<file path="src/rtl/soil_column_heat_diffusion_unit_defines.svh">
// Assertion macros used by the soil column heat diffusion sequencer.
`ifndef SOIL_COLUMN_HEAT_DIFFUSION_UNIT_DEFINES_SVH
`define SOIL_COLUMN_HEAT_DIFFUSION_UNIT_DEFINES_SVH

// Same-cycle implication, sampled on aclk, ignored while aresetn is low.
`define SCDH_ASSERT_SAME(lbl, ante, cons) \
    lbl: assert property (@(posedge aclk) disable iff (!aresetn) (ante) |-> (cons)) \
        else $error("scdh: same-cycle check failed");

// Next-cycle implication, sampled on aclk, ignored while aresetn is low.
`define SCDH_ASSERT_NEXT(lbl, ante, cons) \
    lbl: assert property (@(posedge aclk) disable iff (!aresetn) (ante) |=> (cons)) \
        else $error("scdh: next-cycle check failed");

`endif

</file>
<file path="src/rtl/scdh_pkg.sv">
// Shared types, constants and the microcode program of the soil column unit.
`default_nettype none
package scdh_pkg;

    localparam int unsigned LAYERS  = 8;
    localparam int unsigned LAYER_W = (LAYERS > 1) ? $clog2(LAYERS) : 1;
    localparam logic [LAYER_W-1:0] LAYER_LAST = LAYER_W'(LAYERS - 1);

    localparam logic [31:0]        RESET_DIFFUSION_GAIN = 32'd65536;
    localparam logic [31:0]        RESET_STEP_GAIN      = 32'd65536;
    localparam logic signed [31:0] RESET_INITIAL_TEMP   = 32'sd19660800;

    localparam int unsigned CFG_IDX_W = 2;
    localparam logic [CFG_IDX_W-1:0] REG_DIFFUSION_GAIN = 2'd0;
    localparam logic [CFG_IDX_W-1:0] REG_STEP_GAIN      = 2'd1;
    localparam logic [CFG_IDX_W-1:0] REG_INITIAL_TEMP   = 2'd2;

    localparam int unsigned PC_W = 4;
    typedef logic [PC_W-1:0] pc_t;

    localparam pc_t PC_WAIT  = 4'd0;
    localparam pc_t PC_ABS_T = 4'd1;
    localparam pc_t PC_MUL_D = 4'd2;
    localparam pc_t PC_RND_F = 4'd3;
    localparam pc_t PC_ABS_F = 4'd4;
    localparam pc_t PC_MUL_S = 4'd5;
    localparam pc_t PC_RND_I = 4'd6;
    localparam pc_t PC_UPD   = 4'd7;
    localparam pc_t PC_SX1   = 4'd8;
    localparam pc_t PC_SX2   = 4'd9;
    localparam pc_t PC_INIT  = 4'd10;

    typedef enum logic [3:0] {
        OP_NOP,
        OP_LOAD,
        OP_ABS_T,
        OP_MUL_D,
        OP_RND_F,
        OP_ABS_F,
        OP_MUL_S,
        OP_RND_I,
        OP_UPD,
        OP_SX1,
        OP_SX2,
        OP_INIT
    } op_t;

    typedef enum logic [2:0] {
        JMP_NEXT,
        JMP_ALWAYS,
        JMP_WAIT_IN,
        JMP_LOOP,
        JMP_WAIT_OUT
    } jmp_t;

    typedef struct packed {
        op_t  op;
        jmp_t jmp;
        pc_t  target;
    } uword_t;

    typedef struct packed {
        op_t  op;
        logic last;
    } ctrl_t;

    typedef struct packed {
        logic [31:0]        diffusion_gain;
        logic [31:0]        step_gain;
        logic signed [31:0] initial_temp;
    } cfg_t;

    // The program: one pass of steps one to seven per layer, or the initialization,
    // then the surface extrapolation and the result beat.
    function automatic uword_t ucode_rom(input pc_t pc);
        uword_t w;
        w = '{op: OP_NOP, jmp: JMP_ALWAYS, target: PC_WAIT};
        unique case (pc)
            PC_WAIT:  w = '{op: OP_LOAD,  jmp: JMP_WAIT_IN,  target: PC_INIT};
            PC_ABS_T: w = '{op: OP_ABS_T, jmp: JMP_NEXT,     target: PC_WAIT};
            PC_MUL_D: w = '{op: OP_MUL_D, jmp: JMP_NEXT,     target: PC_WAIT};
            PC_RND_F: w = '{op: OP_RND_F, jmp: JMP_NEXT,     target: PC_WAIT};
            PC_ABS_F: w = '{op: OP_ABS_F, jmp: JMP_NEXT,     target: PC_WAIT};
            PC_MUL_S: w = '{op: OP_MUL_S, jmp: JMP_NEXT,     target: PC_WAIT};
            PC_RND_I: w = '{op: OP_RND_I, jmp: JMP_NEXT,     target: PC_WAIT};
            PC_UPD:   w = '{op: OP_UPD,   jmp: JMP_LOOP,     target: PC_ABS_T};
            PC_SX1:   w = '{op: OP_SX1,   jmp: JMP_NEXT,     target: PC_WAIT};
            PC_SX2:   w = '{op: OP_SX2,   jmp: JMP_WAIT_OUT, target: PC_WAIT};
            PC_INIT:  w = '{op: OP_INIT,  jmp: JMP_ALWAYS,   target: PC_SX1};
            default:  w = '{op: OP_NOP,   jmp: JMP_ALWAYS,   target: PC_WAIT};
        endcase
        return w;
    endfunction

endpackage
`default_nettype wire

</file>
<file path="src/rtl/scdh_cfg_regs.sv">
// Configuration register file: diffusion gain, step gain and initial temperature.
`default_nettype none
module scdh_cfg_regs (
    input  wire logic                           aclk,
    input  wire logic                           aresetn,
    input  wire logic                           cfg_valid,
    output logic                                cfg_ready,
    input  wire logic [scdh_pkg::CFG_IDX_W-1:0] cfg_index,
    input  wire logic [31:0]                    cfg_data,
    output scdh_pkg::cfg_t                      cfg
);

    scdh_pkg::cfg_t cfg_reg;
    scdh_pkg::cfg_t cfg_next;

    assign cfg_ready = 1'b1;
    assign cfg       = cfg_reg;

    // Writes to an index beyond the register list are dropped.
    always_comb begin
        cfg_next = cfg_reg;
        if (cfg_valid) begin
            unique case (cfg_index)
                scdh_pkg::REG_DIFFUSION_GAIN: cfg_next.diffusion_gain = cfg_data;
                scdh_pkg::REG_STEP_GAIN:      cfg_next.step_gain      = cfg_data;
                scdh_pkg::REG_INITIAL_TEMP:   cfg_next.initial_temp   = cfg_data;
                default:                      cfg_next                = cfg_reg;
            endcase
        end
    end

    always_ff @(posedge aclk) begin
        if (!aresetn) begin
            cfg_reg.diffusion_gain <= scdh_pkg::RESET_DIFFUSION_GAIN;
            cfg_reg.step_gain      <= scdh_pkg::RESET_STEP_GAIN;
            cfg_reg.initial_temp   <= scdh_pkg::RESET_INITIAL_TEMP;
        end else begin
            cfg_reg <= cfg_next;
        end
    end

endmodule
`default_nettype wire

</file>
<file path="src/rtl/scdh_sequencer.sv">
// Microcode sequencer: step counter, layer counter, jumps and the channel handshakes.
`default_nettype none
`include "soil_column_heat_diffusion_unit_defines.svh"
module scdh_sequencer (
    input  wire logic      aclk,
    input  wire logic      aresetn,
    input  wire logic      s_valid,
    output logic           s_ready,
    input  wire logic      s_action,
    output logic           m_valid,
    input  wire logic      m_ready,
    output scdh_pkg::ctrl_t ctrl
);

    scdh_pkg::pc_t                   pc_reg;
    scdh_pkg::pc_t                   pc_next;
    logic [scdh_pkg::LAYER_W-1:0]    lcnt_reg;
    logic [scdh_pkg::LAYER_W-1:0]    lcnt_next;
    logic                            m_valid_reg;
    logic                            m_valid_next;
    scdh_pkg::uword_t                uword;
    logic                            go;
    logic                            last;

    assign uword   = scdh_pkg::ucode_rom(pc_reg);
    assign last    = (lcnt_reg == scdh_pkg::LAYER_LAST);
    assign s_ready = (pc_reg == scdh_pkg::PC_WAIT);
    assign m_valid = m_valid_reg;

    always_comb begin
        pc_next      = pc_reg;
        lcnt_next    = lcnt_reg;
        m_valid_next = m_valid_reg;
        go           = 1'b1;
        if (m_valid_reg && m_ready) begin
            m_valid_next = 1'b0;
        end
        unique case (uword.jmp)
            scdh_pkg::JMP_NEXT: begin
                pc_next = pc_reg + scdh_pkg::PC_W'(1);
            end
            scdh_pkg::JMP_ALWAYS: begin
                pc_next = uword.target;
            end
            scdh_pkg::JMP_WAIT_IN: begin
                go = s_valid;
                if (s_valid) begin
                    pc_next = s_action ? pc_reg + scdh_pkg::PC_W'(1) : uword.target;
                end
            end
            scdh_pkg::JMP_LOOP: begin
                pc_next = last ? pc_reg + scdh_pkg::PC_W'(1) : uword.target;
            end
            scdh_pkg::JMP_WAIT_OUT: begin
                // The result register may still hold the previous beat.
                go = !m_valid_reg || m_ready;
                if (go) begin
                    pc_next      = uword.target;
                    m_valid_next = 1'b1;
                end
            end
            default: begin
                pc_next = scdh_pkg::PC_WAIT;
            end
        endcase
        if (go && uword.op == scdh_pkg::OP_UPD) begin
            lcnt_next = last ? '0 : lcnt_reg + scdh_pkg::LAYER_W'(1);
        end
        ctrl.op   = go ? uword.op : scdh_pkg::OP_NOP;
        ctrl.last = last;
    end

    always_ff @(posedge aclk) begin
        if (!aresetn) begin
            pc_reg      <= scdh_pkg::PC_WAIT;
            lcnt_reg    <= '0;
            m_valid_reg <= 1'b0;
        end else begin
            pc_reg      <= pc_next;
            lcnt_reg    <= lcnt_next;
            m_valid_reg <= m_valid_next;
        end
    end

    `SCDH_ASSERT_SAME(a_pc_in_program, 1'b1, pc_reg <= scdh_pkg::PC_INIT)
    `SCDH_ASSERT_NEXT(a_init_branch, s_valid && s_ready && !s_action, pc_reg == scdh_pkg::PC_INIT)
    `SCDH_ASSERT_NEXT(a_loop_wraps, pc_reg == scdh_pkg::PC_UPD && last, lcnt_reg == '0 && pc_reg == scdh_pkg::PC_SX1)
    `SCDH_ASSERT_NEXT(a_result_shown, pc_reg == scdh_pkg::PC_SX2 && go, m_valid_reg && pc_reg == scdh_pkg::PC_WAIT)

endmodule
`default_nettype wire

</file>
<file path="src/rtl/scdh_datapath.sv">
// Datapath: rotating layer line, shared gain multiplier, rounding and result registers.
`default_nettype none
module scdh_datapath (
    input  wire logic                aclk,
    input  wire logic                aresetn,
    input  wire scdh_pkg::ctrl_t     ctrl,
    input  wire scdh_pkg::cfg_t      cfg,
    input  wire logic signed [31:0]  s_surface_flux,
    output logic signed [31:0]       m_surface_temp,
    output logic signed [31:0]       m_top_layer_temp
);

    // Product of a magnitude and a gain, rounded to nearest with ties away
    // from zero, then given its sign and saturated to 32 bits.
    function automatic logic signed [31:0] round_sat(input logic [63:0] prod, input logic neg);
        logic [48:0] p;
        p = 49'((65'(prod) + 65'h8000) >> 16);
        if (neg) begin
            if (p >= 49'h80000000) return 32'h80000000;
            return 32'(~p[31:0] + 32'd1);
        end
        if (p > 49'h7FFFFFFF) return 32'h7FFFFFFF;
        return p[31:0];
    endfunction

    function automatic logic signed [31:0] sat33(input logic signed [32:0] v);
        if (v[32] != v[31]) return v[32] ? 32'h80000000 : 32'h7FFFFFFF;
        return v[31:0];
    endfunction

    // The layer being worked on always sits in tap 0; each update rotates the line by one, so
    // after a full pass the layers are back in their home taps.
    logic signed [31:0] ring_reg  [scdh_pkg::LAYERS];
    logic signed [31:0] ring_next [scdh_pkg::LAYERS];
    logic signed [31:0] flux_above_reg, flux_above_next;
    logic signed [31:0] flux_below_reg, flux_below_next;
    logic signed [31:0] inc_reg, inc_next;
    logic [31:0]        mag_reg, mag_next;
    logic               neg_reg, neg_next;
    logic [63:0]        prod_reg, prod_next;
    logic signed [33:0] sv_reg, sv_next;
    logic signed [31:0] surf_reg, surf_next;
    logic signed [31:0] top_reg, top_next;

    logic signed [31:0] below;
    logic signed [32:0] diff;
    logic [31:0]        gain;
    logic signed [31:0] rnd;
    logic signed [33:0] t0x;
    logic signed [33:0] t1x;
    logic signed [33:0] rsum;

    assign m_surface_temp   = surf_reg;
    assign m_top_layer_temp = top_reg;

    always_comb begin
        below = ctrl.last ? cfg.initial_temp : ring_reg[1];
        if (ctrl.op == scdh_pkg::OP_ABS_T) begin
            diff = 33'(ring_reg[0]) - 33'(below);
        end else begin
            diff = 33'(flux_above_reg) - 33'(flux_below_reg);
        end
        gain = (ctrl.op == scdh_pkg::OP_MUL_D) ? cfg.diffusion_gain : cfg.step_gain;
        rnd  = round_sat(prod_reg, neg_reg);
        t0x  = 34'(ring_reg[0]);
        t1x  = 34'(ring_reg[1]);
        rsum = sv_reg + $signed({33'd0, ~sv_reg[33]});

        ring_next       = ring_reg;
        flux_above_next = flux_above_reg;
        flux_below_next = flux_below_reg;
        inc_next        = inc_reg;
        mag_next        = mag_reg;
        neg_next        = neg_reg;
        prod_next       = prod_reg;
        sv_next         = sv_reg;
        surf_next       = surf_reg;
        top_next        = top_reg;

        unique case (ctrl.op)
            scdh_pkg::OP_NOP: begin
            end
            scdh_pkg::OP_LOAD: begin
                flux_above_next = s_surface_flux;
            end
            scdh_pkg::OP_ABS_T, scdh_pkg::OP_ABS_F: begin
                neg_next = diff[32];
                mag_next = diff[32] ? 32'(-diff) : diff[31:0];
            end
            scdh_pkg::OP_MUL_D, scdh_pkg::OP_MUL_S: begin
                prod_next = 64'(mag_reg) * 64'(gain);
            end
            scdh_pkg::OP_RND_F: begin
                flux_below_next = rnd;
            end
            scdh_pkg::OP_RND_I: begin
                inc_next = rnd;
            end
            scdh_pkg::OP_UPD: begin
                for (int k = 0; k < scdh_pkg::LAYERS - 1; k++) begin
                    ring_next[k] = ring_reg[k+1];
                end
                ring_next[scdh_pkg::LAYERS-1] = sat33(33'(ring_reg[0]) + 33'(inc_reg));
                flux_above_next = flux_below_reg;
            end
            scdh_pkg::OP_SX1: begin
                sv_next = (t0x <<< 1) + t0x - t1x;
            end
            scdh_pkg::OP_SX2: begin
                // Halving rounds ties away from zero: add one first when positive.
                surf_next = sat33(rsum[33:1]);
                top_next  = ring_reg[0];
            end
            scdh_pkg::OP_INIT: begin
                for (int k = 0; k < scdh_pkg::LAYERS; k++) begin
                    ring_next[k] = cfg.initial_temp;
                end
            end
            default: begin
            end
        endcase
    end

    always_ff @(posedge aclk) begin
        if (!aresetn) begin
            for (int k = 0; k < scdh_pkg::LAYERS; k++) begin
                ring_reg[k] <= scdh_pkg::RESET_INITIAL_TEMP;
            end
        end else begin
            ring_reg <= ring_next;
        end
    end

    always_ff @(posedge aclk) begin
        flux_above_reg <= flux_above_next;
        flux_below_reg <= flux_below_next;
        inc_reg        <= inc_next;
        mag_reg        <= mag_next;
        neg_reg        <= neg_next;
        prod_reg       <= prod_next;
        sv_reg         <= sv_next;
        surf_reg       <= surf_next;
        top_reg        <= top_next;
    end

endmodule
`default_nettype wire

</file>
<file path="src/rtl/soil_column_heat_diffusion_unit.sv">
// Soil column heat diffusion unit: top level.
// Keeps one column of LAYERS soil temperatures (signed Q16.16) and advances it by an
// explicit diffusion step, or resets it to the initial temperature, once per input beat;
// each input beat yields one result beat with the extrapolated surface temperature and
// the top layer temperature. A small microprogram drives one shared 32x32 multiplier, and
// each layer takes seven steps through it (difference, multiply, round for the interface
// flux, then the same for the layer increment, then the update), then extrapolates the
// surface temperature; an initialization sets every layer to the initial temperature and
// extrapolates likewise. The input is ready again in the cycle the result appears.
// Items are worked one at a time; a finished result waits in its output register while
// the next input beat is taken, and the next result is held back until that one is
// accepted. Configuration writes take effect at once and should be made while the unit
// is idle.
`default_nettype none
module soil_column_heat_diffusion_unit (
    input  wire logic                           aclk,
    input  wire logic                           aresetn,
    input  wire logic                           s_valid,
    output logic                                s_ready,
    input  wire logic                           s_action,
    input  wire logic signed [31:0]             s_surface_flux,
    output logic                                m_valid,
    input  wire logic                           m_ready,
    output logic signed [31:0]                  m_surface_temp,
    output logic signed [31:0]                  m_top_layer_temp,
    input  wire logic                           cfg_valid,
    output logic                                cfg_ready,
    input  wire logic [scdh_pkg::CFG_IDX_W-1:0] cfg_index,
    input  wire logic [31:0]                    cfg_data
);

    scdh_pkg::cfg_t  cfg;
    scdh_pkg::ctrl_t ctrl;

    scdh_cfg_regs u_cfg_regs (
        .aclk      (aclk),
        .aresetn   (aresetn),
        .cfg_valid (cfg_valid),
        .cfg_ready (cfg_ready),
        .cfg_index (cfg_index),
        .cfg_data  (cfg_data),
        .cfg       (cfg)
    );

    scdh_sequencer u_sequencer (
        .aclk     (aclk),
        .aresetn  (aresetn),
        .s_valid  (s_valid),
        .s_ready  (s_ready),
        .s_action (s_action),
        .m_valid  (m_valid),
        .m_ready  (m_ready),
        .ctrl     (ctrl)
    );

    scdh_datapath u_datapath (
        .aclk             (aclk),
        .aresetn          (aresetn),
        .ctrl             (ctrl),
        .cfg              (cfg),
        .s_surface_flux   (s_surface_flux),
        .m_surface_temp   (m_surface_temp),
        .m_top_layer_temp (m_top_layer_temp)
    );

endmodule
`default_nettype wire

</file>
<file path="config.mk">
export PLATFORM = sky130hd
export DESIGN_NAME = soil_column_heat_diffusion_unit
export DESIGN_NICKNAME = d
export VERILOG_FILES = /design/src/rtl/scdh_pkg.sv /design/src/rtl/scdh_cfg_regs.sv /design/src/rtl/scdh_sequencer.sv /design/src/rtl/scdh_datapath.sv /design/src/rtl/soil_column_heat_diffusion_unit.sv
export VERILOG_INCLUDE_DIRS = /design/src /design/src/rtl
export SDC_FILE = /design/constraint.sdc
export NUM_CORES = 2
export LEC_CHECK = 0
export BUFFER_PORTS_ARGS = -buffer_cell sky130_fd_sc_hd__buf_4
export CAP_MARGIN = 0
export CORE_MARGIN = 8
export CORE_UTILIZATION = 65
export CTS_CLUSTER_SIZE = 30
export DETAILED_ROUTE_END_ITERATION = 10
export PLACE_DENSITY = 0.91
export REMOVE_ABC_BUFFERS = 1
export SLEW_MARGIN = 40
export SYNTH_ARGS = -nofsm -noshare
export SYNTH_HDL_FRONTEND = slang
export SYNTH_SLANG_ARGS = --single-unit
</file>
<file path="constraint.sdc">
create_clock -name aclk -period 36 [get_ports aclk]
set_input_delay 9 -clock aclk [delete_from_list [all_inputs] [get_ports aclk]]
set_output_delay 9 -clock aclk [all_outputs]
set_load 0.01 [all_outputs]
</file>
Word-level counts from Yosys, hierarchy flattened
Memories as Yosys holds them, arrays and structs flattened. A register that Yosys moved wholly into a read port is not among the register bits.
Cells that the tools add are included.

operators by class
  add/sub/neg operators = 11
  $mul = 1
  div/mod/pow operators = 0
  $lt $le $gt $ge = 2
  equality and inequality tests = 23
  shift-type cells = 0
  muxes and demuxes = 40
  bitwise operators = 2
  reductions and logical operators = 15

operators with widths
  operator                                                         number
  one-hot mux 256 bit (2 select lines)                             1
  two-way mux 32 bit                                               15
  subtractor 32 x 32 -> 33 bit                                     2
  adder 64 x 16 -> 65 bit, second input constant                   1
  multiplier 32 x 32 -> 64 bit                                     1
  one-hot mux 32 bit (2 select lines)                              1
  >= comparator 49 x 32 -> 1 bit, second input constant            1
  greater-than comparator 49 x 31 -> 1 bit, second input constant  1
  adder 33 x 32 -> 34 bit                                          1
  adder 34 x 2 -> 34 bit                                           1
  subtractor 34 x 32 -> 34 bit                                     1
  adder 32 x 32 -> 33 bit                                          1
  two-way mux 33 bit                                               1
  adder 32 x 1 -> 32 bit, second input constant                    1
  negation 32 bit                                                  1
  inverter 32 bit                                                  1
  two-way mux 4 bit                                                7
  equality test 4 bit, second input constant                       5
  one-hot mux 4 bit (5 select lines)                               1
  equality test 4 x 3 -> 1 bit, second input constant              4
  two-way mux 1 bit                                                12
  equality test 4 x 2 -> 1 bit, second input constant              2
  AND reduction 2 bit                                              4
  equality test 3 x 2 -> 1 bit, second input constant              2
  21 further kinds                                                 26

storage, ports and cells
  flip-flop bits (word level) = 651
  bits in latches = 0
  RAM bits = 0
  bits in read-only memories = 160
  input port bits = 72
  output and inout bits = 67
  word-level logic and storage cells = 118
  memories kept = 1

memory list
  name              depth  width  read ports  clocked after memory_dff  wr ports  RTL line        RTL
  (name not given)  16     10     1           1                         0         scdh_pkg.sv:78  unique case (pc)

Logic depth before layout (Yosys ltp)
  depth after elaboration = 9
  depth in mapped cells = 35
  gate-level depth less buffers = 32

Cells and area by module
A second synthesis with hierarchy kept.

unflattened totals
  cells, all modules = 7352
  area, all modules = 67407.1 µm²

modules (own cells, without submodules)
  module          times used  cells each  area an instance (µm²)  sequential area each (µm²)
  scdh_datapath   1           6885        62637.6                 13412.9
  scdh_cfg_regs   1           357         3678.5                  1921.8
  scdh_sequencer  1           110         1091.0                  360.3

Worst setup path after synthesis
No wires, ideal clock.

  path kind = in2reg
  start point = in m_ready
  end point = reg u_datapath.prod_reg[63] (data pin)
  setup time = 260 ps
  data arrival time = 17220 ps
  data required time = 35740 ps
  setup slack = 18520 ps
  stages = 31
  buffers on the path = 2
  cell sequence = nor4bb_1 o21bai_1 nand2_1 clkbuf_1 mux2_2 clkbuf_1 and2_1 fa_1 inv_1 fa_1 fa_1 fa_1 inv_1 ha_1 ha_1 fa_1 inv_1 fa_1 inv_1 ha_1 a21o_1 a21o_1 a211oi_1 or3b_2 o21ai_0 nand3_1 nand2_1 a211oi_1 a2111oi_0 o21ai_0 xnor2_1

between the ends
  cells in the longest elaborated chain, start to end = 6

ends and longest elaborated chain
  element                             RTL line                               RTL
  from (decl)                         soil_column_heat_diffusion_unit.sv:23  input wire logic m_ready,
  logical OR 1 bit                    scdh_sequencer.sv:56                   go = !m_valid_reg || m_ready;
  one-hot mux 1 bit (2 select lines)  scdh_sequencer.sv:38                   unique case (uword.jmp)
  two-way mux 4 bit                   scdh_sequencer.sv:69                   ctrl.op = go ? uword.op : scdh_pkg::OP_NOP;
  equality test 4 x 2 -> 1 bit        scdh_datapath.sv:63                    gain = (ctrl.op == scdh_pkg::OP_MUL_D) ? cfg.diffusion_gain : cfg.step_gain;
  two-way mux 32 bit                  scdh_datapath.sv:63
  multiplier 32 x 32 -> 64 bit        scdh_datapath.sv:91                    prod_next = 64'(mag_reg) * 64'(gain);
  to (signal assigned)                scdh_datapath.sv:140                   prod_reg <= prod_next;
  to (decl)                           scdh_datapath.sv:40                    logic [63:0] prod_reg, prod_next;

No other way between the ends.
A chain may end at the register's enable or synchronous reset.

Final worst setup path
  start point = in m_ready
  end point = reg u_datapath.prod_reg[52] (data pin)

The elaborated chain is that of the path after synthesis.

==> run_results.csv <==
group,metric,value,unit
status,status,"completed",
setup_path,cpMostUsedCell,"fa_1",
cts,cts_root_buffer,"clkbuf_16",
sta,finalSetupTns,0,ps
setup_path,rrSetupSlack,25850,ps
cts,clk_latency,700,ps
route,final_antenna_net_count,0,
layout,stdcell_count,8800,
setup_path,crit_arrival,18580,ps
pwr,ir_worst_vdd,0.0000869,V
cts,cts_sinks,646,
route,num_vias,54800,
sta,final_max_slew_viol_count,0,
sta,period_minus_slack,18140,ps
setup_path,path_max_fanout,32,
cts,clockBufferDepth,3,
synth,synthDistinctLibCells,101,
layout,layout-drive-gt1-share,0.0546,
synth,synth_top_family_by_area,"adder cells",
synth,synthMuxAreaShare,0.0129,
pwr,p_int,2.71,mW
synth,synthAdderAreaFrac,0.349,
synth,ys_warn_count,0,
pwr,power.switching,2.66,mW
synth,syn_avg_cell_area,9.05,sq um
sta,finalHoldViolations,0,
synth,ys_seq_area_frac,0.231,
sta,fmax,55.1,MHz
cts,cts_resized,0,
floorplan,row_count,118,
sta,skew,58.4,ps
sta,slew_headroom,0.346,
global_route,grt_max_degree,112,
route,totalWireLength,196000,um
sta,rsz0062_at_grt,"false",
route,drc,0,
setup_path,crit_path_start_kind,"primary input",
floorplan,start_util,0.656,
place,dp.cells,8679,
cts,cts_setup_buffers,0,
floorplan,fp.dieW,339,um
cts,cts_hold_buf,0,
global_route,grt_pass1_wl,308000,um
cts,path_clk_slew,70,ps
place,hpwl,147000,um
layout,largest_reg_flops,256,
sta,max_slew.worst_pin.slew,981,ps
setup_path,crit_required,36430,ps
route,post_drt_wl_per_cell,22.3,um
pwr,clockPowerShare,0.126,
global_route,first_global_vias,56600,
floorplan,dieArea,115000,sq um
layout,area_delta_synth_final,5.90,%
pwr,p_per_area,74.7,nW/um^2
synth,synth_xor_xnor_area_share,0.0325,
synth,ys_ff_latch,646,
global_route,gr-total-overflow,0,
setup_path,cpPeakStageDelay,680,ps
cts,cts_htree_levels,2,
place,gp_congestion,0.974,
floorplan,core_area,103000,sq um
global_route,grt_antenna_before_repair,12,
pwr,switching_share,0.495,
floorplan,die_h,339,um
hold_path,holdCritPathClass,"flip-flop to flip-flop",
pwr,p_comb_frac,0.667,
setup_path,worst-setup-path-type,"primary input to flip-flop",
synth,postSynthCellCount,7500,
synth,synth_edf_count,276,
sta,setup_viol,0,
place,portBuffers,137,
synth,synth-simple-area-share,0.182,
cts,numCtsBuffers,61,
layout,nets,8769,
synth,async_flop_share,0,
setup_path,cpMaxStageDelayCell,"mux2_2",
flow_run,maxCapViolCount,0,
pwr,leakage,32.4,nW
synth,synth-main-ff-cell,"dfxtp_1",
setup_path,endpoint_kind,"flip-flop",
global_route,grt_use_total,0.335,
pwr,pwr-share-seq,0.208,
route,routed_via_density,6.23,
cts,cts_tree,"yes",
synth,synth-compound-area-share,0.110,
route,first_iter_violations,5534,
floorplan,pin_count,139,
route,dr.pass1.iters,6,
sta,fin_crit_sh,0.504,
synth,synth_area,67900,sq um
==> critical path: cells and delay by family <==
family | cells | cell delay (ps)
AO/OA/AOI/OAI | 8 | 2390
XOR/XNOR | 1 | 160
multiplexers | 1 | 680
buffers and inverters | 8 | 880
AND/OR/NAND/NOR | 4 | 1110
adder cells (fa/ha/maj) | 9 | 4300
==> final timing paths <==
check,end,cells after the start,startpoint
min reg2reg,u_datapath.ring_reg[159]$_SDFFE_PN0P_,2,u_datapath.ring_reg[127]$_SDFFE_PN0P_
min,u_datapath.ring_reg[159]$_SDFFE_PN0P_,2,u_datapath.ring_reg[127]$_SDFFE_PN0P_
max reg2reg,u_datapath.prod_reg[52]$_DFFE_PP_,31,u_sequencer.uword[8]$_DFF_P_
max,u_datapath.prod_reg[52]$_DFFE_PP_,31,m_ready
==> area by class of cell <==
| class | count | area, sq um |
|---|---|---|
| fill | 7380 | 31600 |
| timing repair buffer | 206 | 1580 |
| antenna | 4 | 10.0 |
| sequential | 646 | 15700 |
| multi-input combinational | 5385 | 46700 |
| clock buffer | 89 | 1810 |
| clock inverter | 27 | 315 |
| tap | 1380 | 1730 |
| inverter | 1063 | 3990 |
==> metal layers <==
layer,routed length (um),vias to the layer above,GRT usage
li1,-,23800,-
met1,67700,26900,0.397
met2,91300,3207,0.548
met3,21500,937,0.0765
met4,15900,6,0.222
met5,42,-,0
==> cells in the mapped netlist, drive strengths merged (108+ instances only) <==
cell type | instances | area (sq um)
dfxtp | 370 | 7410
xnor2 | 161 | 1410
a21oi | 225 | 1130
edfxtp | 276 | 8290
ha | 404 | 5050
a21boi | 108 | 811
clkbuf | 374 | 1430
o21ai | 249 | 1250
inv | 1062 | 3990
nor2 | 199 | 752
a21o | 113 | 851
fa | 930 | 18600
nand2 | 1260 | 4730
and2 | 563 | 3520
a31oi | 228 | 1430
==> power groups by stage <==
stage	Combinational, mW	Clock, mW	Sequential, mW
after global routing	3.85	0.703	1.13
after global placement	3.32	0	1.12
after detailed placement	3.44	0	1.12
after floorplan	2.31	0	1.12
final	3.58	0.675	1.12
after CTS	3.48	0.676	1.11
==> through the flow <==
stage	util	setup WS (ps)	cell area, sq um	hold slack [ps]	total power [mW]
2_1_floorplan	-	10360	66300	433	3.43
3_3_place_gp	0.673	17390	69600	447	4.44
3_5_place_dp	0.673	17110	69700	461	4.57
4_1_cts	0.694	17810	71800	461	5.27
5_1_grt	0.694	17430	71800	478	5.68
6_report	0.694	17860	71900	460	5.37
==> logic make-up after synthesis <==
family	Yosys count
buffers and inverters	1469
other	1
flip-flops	646
AO/OA/AOI/OAI	1161
adder cells (fa/ha/maj)	1334
AND/OR/NAND/NOR	2554
XOR/XNOR	252
multiplexers	83
==> cells in the final DEF (no fill, tap or decap), types with 56 or more instances in the layout <==
cell type	n
and3_1	75
nand2_1	1259
edfxtp_1	276
dfxtp_1	370
a31oi_1	227
nor3_1	56
nand3_1	81
xor2_1	91
ha_1	403
clkbuf_16	63
nor2b_1	100
o21ai_0	211
inv_1	1063
a21oi_1	223
fa_1	930
xnor2_1	161
a21o_1	111
buf_4	197
nor2_1	194
and2_1	563
a21boi_0	106
Note: power is estimated with default switching activity, not from simulation.
